--- src/sv/tlc_pkg.sv ---
`timescale 1ns / 1ps
package tlc_pkg;

  localparam int CFG_IDX_W  = 3;
  localparam int CFG_DATA_W = 6;
  localparam int IN_W       = 32;
  localparam int OUT_W      = 16;
  localparam int STAMP_W    = 32;

  localparam logic [CFG_IDX_W-1:0] CFG_FIFO_MODE   = 3'd0;
  localparam logic [CFG_IDX_W-1:0] CFG_OFFSET_BITS = 3'd1;
  localparam logic [CFG_IDX_W-1:0] CFG_L1_INDEX    = 3'd2;
  localparam logic [CFG_IDX_W-1:0] CFG_L1_WAYS     = 3'd3;
  localparam logic [CFG_IDX_W-1:0] CFG_L2_ENABLE   = 3'd4;
  localparam logic [CFG_IDX_W-1:0] CFG_L2_INDEX    = 3'd5;
  localparam logic [CFG_IDX_W-1:0] CFG_L2_WAYS     = 3'd6;

  typedef enum logic [3:0] {
    S_CLEAR, S_IDLE,
    S_L1_WAIT, S_L1_EVAL, S_L1_COMMIT,
    S_L2W_INIT, S_L2W_WAIT, S_L2W_EVAL, S_L2W_COMMIT,
    S_L2R_INIT, S_L2R_WAIT, S_L2R_EVAL, S_L2R_COMMIT,
    S_DONE
  } st_t;

  typedef struct packed {
    logic init;
    logic eval;
    logic commit;
    logic clr;
  } lvl_cmd_t;

  typedef struct packed {
    logic last;
    logic hit;
    logic vic_dirty;
    logic clr_done;
  } lvl_sts_t;

  typedef struct packed {
    logic     accept;
    lvl_cmd_t l1;
    lvl_cmd_t l2;
    logic     l2_wr_pass;
    logic     load_out;
  } dp_cmd_t;

  typedef struct packed {
    lvl_sts_t l1;
    lvl_sts_t l2;
    logic     l2_enable;
  } dp_sts_t;

  function automatic logic [3:0] eff_ib(input logic [3:0] req, input logic [3:0] maxb);
    return (req > maxb) ? maxb : req;
  endfunction

endpackage

--- src/sv/tlc_ctrl.sv ---
`timescale 1ns / 1ps
module tlc_ctrl import tlc_pkg::*; (
  input  logic    clk,
  input  logic    rst_n,
  input  logic    in_accept,
  output logic    in_ready,
  input  logic    out_ready,
  output logic    out_valid,
  output dp_cmd_t cmd,
  input  dp_sts_t sts
);

  st_t  state_r, state_nxt;
  logic out_valid_r;

  always_comb begin
    state_nxt = state_r;
    unique case (state_r)
      S_CLEAR:      if (sts.l1.clr_done && sts.l2.clr_done) state_nxt = S_IDLE;
      S_IDLE:       if (in_accept) state_nxt = S_L1_WAIT;
      S_L1_WAIT:    state_nxt = S_L1_EVAL;
      S_L1_EVAL:    state_nxt = sts.l1.last ? S_L1_COMMIT : S_L1_WAIT;
      S_L1_COMMIT: begin
        if (sts.l1.hit || !sts.l2_enable) state_nxt = S_DONE;
        else if (sts.l1.vic_dirty)        state_nxt = S_L2W_INIT;
        else                              state_nxt = S_L2R_INIT;
      end
      S_L2W_INIT:   state_nxt = S_L2W_WAIT;
      S_L2W_WAIT:   state_nxt = S_L2W_EVAL;
      S_L2W_EVAL:   state_nxt = sts.l2.last ? S_L2W_COMMIT : S_L2W_WAIT;
      S_L2W_COMMIT: state_nxt = S_L2R_INIT;
      S_L2R_INIT:   state_nxt = S_L2R_WAIT;
      S_L2R_WAIT:   state_nxt = S_L2R_EVAL;
      S_L2R_EVAL:   state_nxt = sts.l2.last ? S_L2R_COMMIT : S_L2R_WAIT;
      S_L2R_COMMIT: state_nxt = S_DONE;
      S_DONE:       if (!out_valid_r || out_ready) state_nxt = S_IDLE;
      default:      state_nxt = S_CLEAR;
    endcase
  end

  always_comb begin
    cmd      = '0;
    in_ready = 1'b0;
    unique case (state_r)
      S_CLEAR: begin
        cmd.l1.clr = 1'b1;
        cmd.l2.clr = 1'b1;
      end
      S_IDLE: begin
        in_ready   = 1'b1;
        cmd.accept = in_accept;
        cmd.l1.init = in_accept;
      end
      S_L1_EVAL:    cmd.l1.eval = 1'b1;
      S_L1_COMMIT:  cmd.l1.commit = 1'b1;
      S_L2W_INIT: begin
        cmd.l2.init    = 1'b1;
        cmd.l2_wr_pass = 1'b1;
      end
      S_L2W_WAIT:   cmd.l2_wr_pass = 1'b1;
      S_L2W_EVAL: begin
        cmd.l2.eval    = 1'b1;
        cmd.l2_wr_pass = 1'b1;
      end
      S_L2W_COMMIT: begin
        cmd.l2.commit  = 1'b1;
        cmd.l2_wr_pass = 1'b1;
      end
      S_L2R_INIT:   cmd.l2.init = 1'b1;
      S_L2R_EVAL:   cmd.l2.eval = 1'b1;
      S_L2R_COMMIT: cmd.l2.commit = 1'b1;
      S_DONE:       cmd.load_out = !out_valid_r || out_ready;
      default: ;
    endcase
  end

  always_ff @(posedge clk) begin
    if (!rst_n) begin
      state_r     <= S_CLEAR;
      out_valid_r <= 1'b0;
    end else begin
      state_r <= state_nxt;
      if (cmd.load_out) begin
        out_valid_r <= 1'b1;
      end else if (out_ready) begin
        out_valid_r <= 1'b0;
      end
    end
  end

  assign out_valid = out_valid_r;

`ifndef SYNTH
  a_load_free: assert property (@(posedge clk) disable iff (!rst_n)
    cmd.load_out |-> (!out_valid_r || out_ready))
    else $error("result overwritten before taken");
  a_accept_seq: assert property (@(posedge clk) disable iff (!rst_n)
    in_accept |=> (state_r == S_L1_WAIT))
    else $error("accepted word did not start a lookup");
  a_l2w_after_l1: assert property (@(posedge clk) disable iff (!rst_n)
    (state_r == S_L2W_INIT) |-> ($past(state_r) == S_L1_COMMIT && $past(sts.l1.vic_dirty)))
    else $error("victim write without dirty victim");
`endif

endmodule

--- config.mk ---
export PLATFORM = sky130hd
export DESIGN_NAME = tlc_ctrl
export DESIGN_NICKNAME = d
export VERILOG_FILES = /design/src/sv/tlc_pkg.sv /design/src/sv/tlc_ctrl.sv
export SDC_FILE = /design/constraint.sdc
export NUM_CORES = 1
export LEC_CHECK = 0
export ABC_CLOCK_PERIOD_IN_PS = 1400
export BUFFER_PORTS_ARGS = -buffer_cell sky130_fd_sc_hd__buf_2
export CORE_AREA = 2 2 39 41
export CTS_CLUSTER_DIAMETER = 150
export DETAILED_ROUTE_END_ITERATION = 10
export DIE_AREA = 0 0 41 43
export GPL_TIMING_DRIVEN = 0
export PLACE_DENSITY_LB_ADDON = 0.1
export SETUP_SLACK_MARGIN = 0.3
export SYNTH_ARGS = -nofsm -noshare
export SYNTH_HDL_FRONTEND = slang
export SYNTH_SLANG_ARGS = --single-unit
--- constraint.sdc ---
create_clock -name clk -period 1.4 [get_ports clk]
set_clock_uncertainty 0.2 [all_clocks]
set_input_delay 0.07 -clock clk [delete_from_list [all_inputs] [get_ports clk]]
set_output_delay 0.07 -clock clk [all_outputs]
set_load 0.005 [all_outputs]
==> run_results.csv <==
group,metric,value,unit
clock_tree,clock_latency,0.26,ns
synth,yosysMostFrequentCell,"nand2_1",
status,outcome,"finished with violations",
critical_path,cpLargestDelayFamily,"buffers and inverters",
clock_tree,cts-root-buf,"clkbuf_4",
clock_tree,tritoncts,"yes",
route,final_antenna_net_count,0,
cells_and_area,diodes,0,
synth,synthArstFlopShare,0,%
status,violations,"setup timing",
global_routing,grt_pass1_wl,2340,µm
global_routing,first_global_vias,543,
cells_and_area,multiInputGateArea,405,µm²
synth,synth_cell_type_count,35,
clock_tree,clk_pin_slew,0.05,ns
route,drtPass1Iterations,4,
pwr,power_report.internal_total,771,µW
sta,slew_headroom,84.8,%
clock_tree,clock-sinks,5,
placement,gp_congestion,0.797,
floorplan,die_h,43,µm
route,wl_per_cell,13.5,µm
global_routing,grt_max_degree,11,
placement,portBuffers,23,
critical_path,cpMaxStageDelayCell,"dfxtp_4",
route,vias,646,
route,drtIter0Drc,5,
synth,syn_area,485,µm²
synth,synth_top_area_share,20.6,%
pwr,p_leak,0.402,nW
global_routing,grt_util_all_layers,19.9,%
floorplan,design.core.area,1380,µm²
hold_path,min_path_type,"primary input to flip-flop",
pwr,switching_share,36.6,%
pwr,power_density,1320,nW/µm²
cells_and_area,area_delta_synth_final,89.9,%
synth,avgSynthCellArea,7.04,µm²
synth,synth_edf_count,0,
sta,drv_slew,0,
pwr,net-switching-power,444,µW
pwr,seq_power_share,16.3,%
floorplan,start_util,35.1,%
clock_tree,cts_buffer_depth,2,
synth,syn_inst,69,
pwr,pwr-share-clk,14.7,%
placement,dpl_cell_area,641,µm²
run,maxCapViolations,0,
synth,synth_nets,82,
global_routing,antenna_found_initial,0,
pwr,combPwrFrac,69.0,%
critical_path,cpPeakStageDelay,0.35,ns
sta,worst_slack,-0.170,ns
synth,yosysWarnings,0,
floorplan,die_x,41,µm
cells_and_area,num-fill-cells,131,
critical_path,worst-path-max-fanout,5,
critical_path,cp_data_arrival_time,1.30,ns
synth,yosys.area.top_type,"dfxtp_1",
synth,yosys_register_bits,5,
cells_and_area,fin_area,922,µm²
clock_tree,numCtsBuffers,3,
sta,hold_viol,0,
critical_path,end_kind,"primary output",
pwr,ir_drop,0.000591,V
sta,period_minus_slack,1.57,ns
sta,fin_hold_ws,0.00820,ns
critical_path,critical_path.cell_chain,"or2_1, clkbuf_8, nor3_4, buf_4, buf_6",
synth,synth_area_leaders,"dfxtp_1 21%, nand2_1 5.4%, buf_6 4.6%",
clock_tree,cts-htree-levels,1,
route,avgViaCountPerCell,5.25,
critical_path,start_kind,"flip-flop",
cells_and_area,layout-drive-gt1-share,58.9,%
floorplan,rows,14,
global_routing,gr-total-overflow,0,
synth,yosysSeqAreaShare,20.6,%
placement,place_hpwl,967,µm
cells_and_area,nets,121,
critical_path,crit_required,1.13,ns
cells_and_area,seq_area,105,µm²
route,remaining_drc_errors,0,
sta,setup_viol,14,
floorplan,die-area,1760,µm²
sta,finalCritPeriodShare,112,%
sta,fmax,0.637,GHz
sta,worstMarginPinSlew,0.228,ns
floorplan,io_pins,26,
sta,rsz0062_at_grt,"true",
synth,synth_commonest_cells,"7 x nand2_1, 5 x dfxtp_1, 5 x nor2_1",
synth,synthFlopType,"dfxtp_1",
route,wl,1660,µm
critical_path,cp_num_buf_inv,3,
sta,setup_tns,-1.34,ns
critical_path,critical_path_class,"flip-flop to primary output",
[cell families (layout without fill, tap and decap cells)]
logic type / Yosys count / count (layout) / synth area share, %
AOI/OAI and AO/OA: 19 / 19 / 26.0
xor gates and xnor gates: 1 / 1 / 1.80
buffers and inverters: 12 / 50 / 14.7
and+or+nand+nor: 32 / 32 / 36.9
DFF: 5 / 5 / 20.6
[cell usage in the layout (no fill, tap or decap), types with 2 or more instances in the layout]
cell type,synthesis,layout
o21ai_1,2,2
buf_2,3,20
nand2_1,7,7
clkbuf_4,0,3
buf_4,2,10
a31oi_1,2,2
nor3_4,0,2
buf_6,2,8
nor2b_1,3,3
inv_1,3,3
a21oi_1,2,2
clkbuf_16,0,2
o211ai_1,2,2
nor2_1,5,4
o21ai_0,2,2
nand2b_4,0,2
dfxtp_1,5,3
[per-layer routing]
metal	vias to the layer above	part of all wire (%)	GRT usage, %
li1	317	-	-
met1	306	39	21.8
met2	19	55	33.1
met3	4	4.3	7.85
met4	0	1.5	6.00
met5	-	0	0
[state kept, by name, summed over array words and instances (netlist names)]
signal / flops
out_valid: 1
state_r: 4
[stage by stage]
stage	cells	power [mW]	util [%]	worst slack (ns)
4_1_cts	117	1.09	59.5	-0.173
3_5_place_dp	108	0.691	46.3	-0.0381
5_1_grt	123	1.30	66.6	-0.234
6_report	123	1.22	66.6	-0.170
3_3_place_gp	108	0.691	46.3	-0.0447
2_1_floorplan	69	0.549	-	0.0231
[power groups by stage]
stage / sequential, mW / clock, mW / combinational (mW)
4_1_cts: 0.198 / 0.178 / 0.712
3_5_place_dp: 0.190 / 0 / 0.500
6_report: 0.199 / 0.178 / 0.838
3_3_place_gp: 0.190 / 0 / 0.500
2_1_floorplan: 0.185 / 0 / 0.364
5_1_grt: 0.202 / 0.194 / 0.900
[worst paths after layout]
kind / start / to / slack [ns] / cells past startpoint
worst min-delay path: sts[7] / state_r[2]$_SDFFE_PN0P_ / 0.008 / 4
worst max-delay path: state_r[0]$_SDFFE_PN0P_ / cmd[6] / -0.17 / 5
worst max register to register: state_r[2]$_SDFFE_PN0P_ / state_r[2]$_SDFFE_PN0P_ / -0.11 / 6
worst min register to register: out_valid$_SDFFE_PN0P_ / out_valid$_SDFFE_PN0P_ / 0.41 / 2
[cell type report]
class                           count  area share [%]
Multi-Input combinational cell     52            44.0
Timing Repair Buffer               34            26.1
Buffer                              9            12.3
Sequential cell                     5            11.4
Clock buffer                        4            2.85
Tap cell                           16            2.17
Inverter                            3            1.22
[worst reg2reg max path: stages, from the launching register on]
cell and delay [ns]:
dfxtp_2 0.31, buf_6 0.12, nand2b_4 0.16, buf_6 0.12, or2_0 0.19, a32oi_1 0.19
o21a_1 0.15
[repair_timing]
action,CTS,global route
pin swaps,6,10
setup buffers,4,5
setup endpoints to repair,17,17
cloned,0,1
hold buffers,1,0
gates resized for setup,26,7
hold endpoints to repair,5,0
No activity file was read; power rests on OpenSTA's default activity.
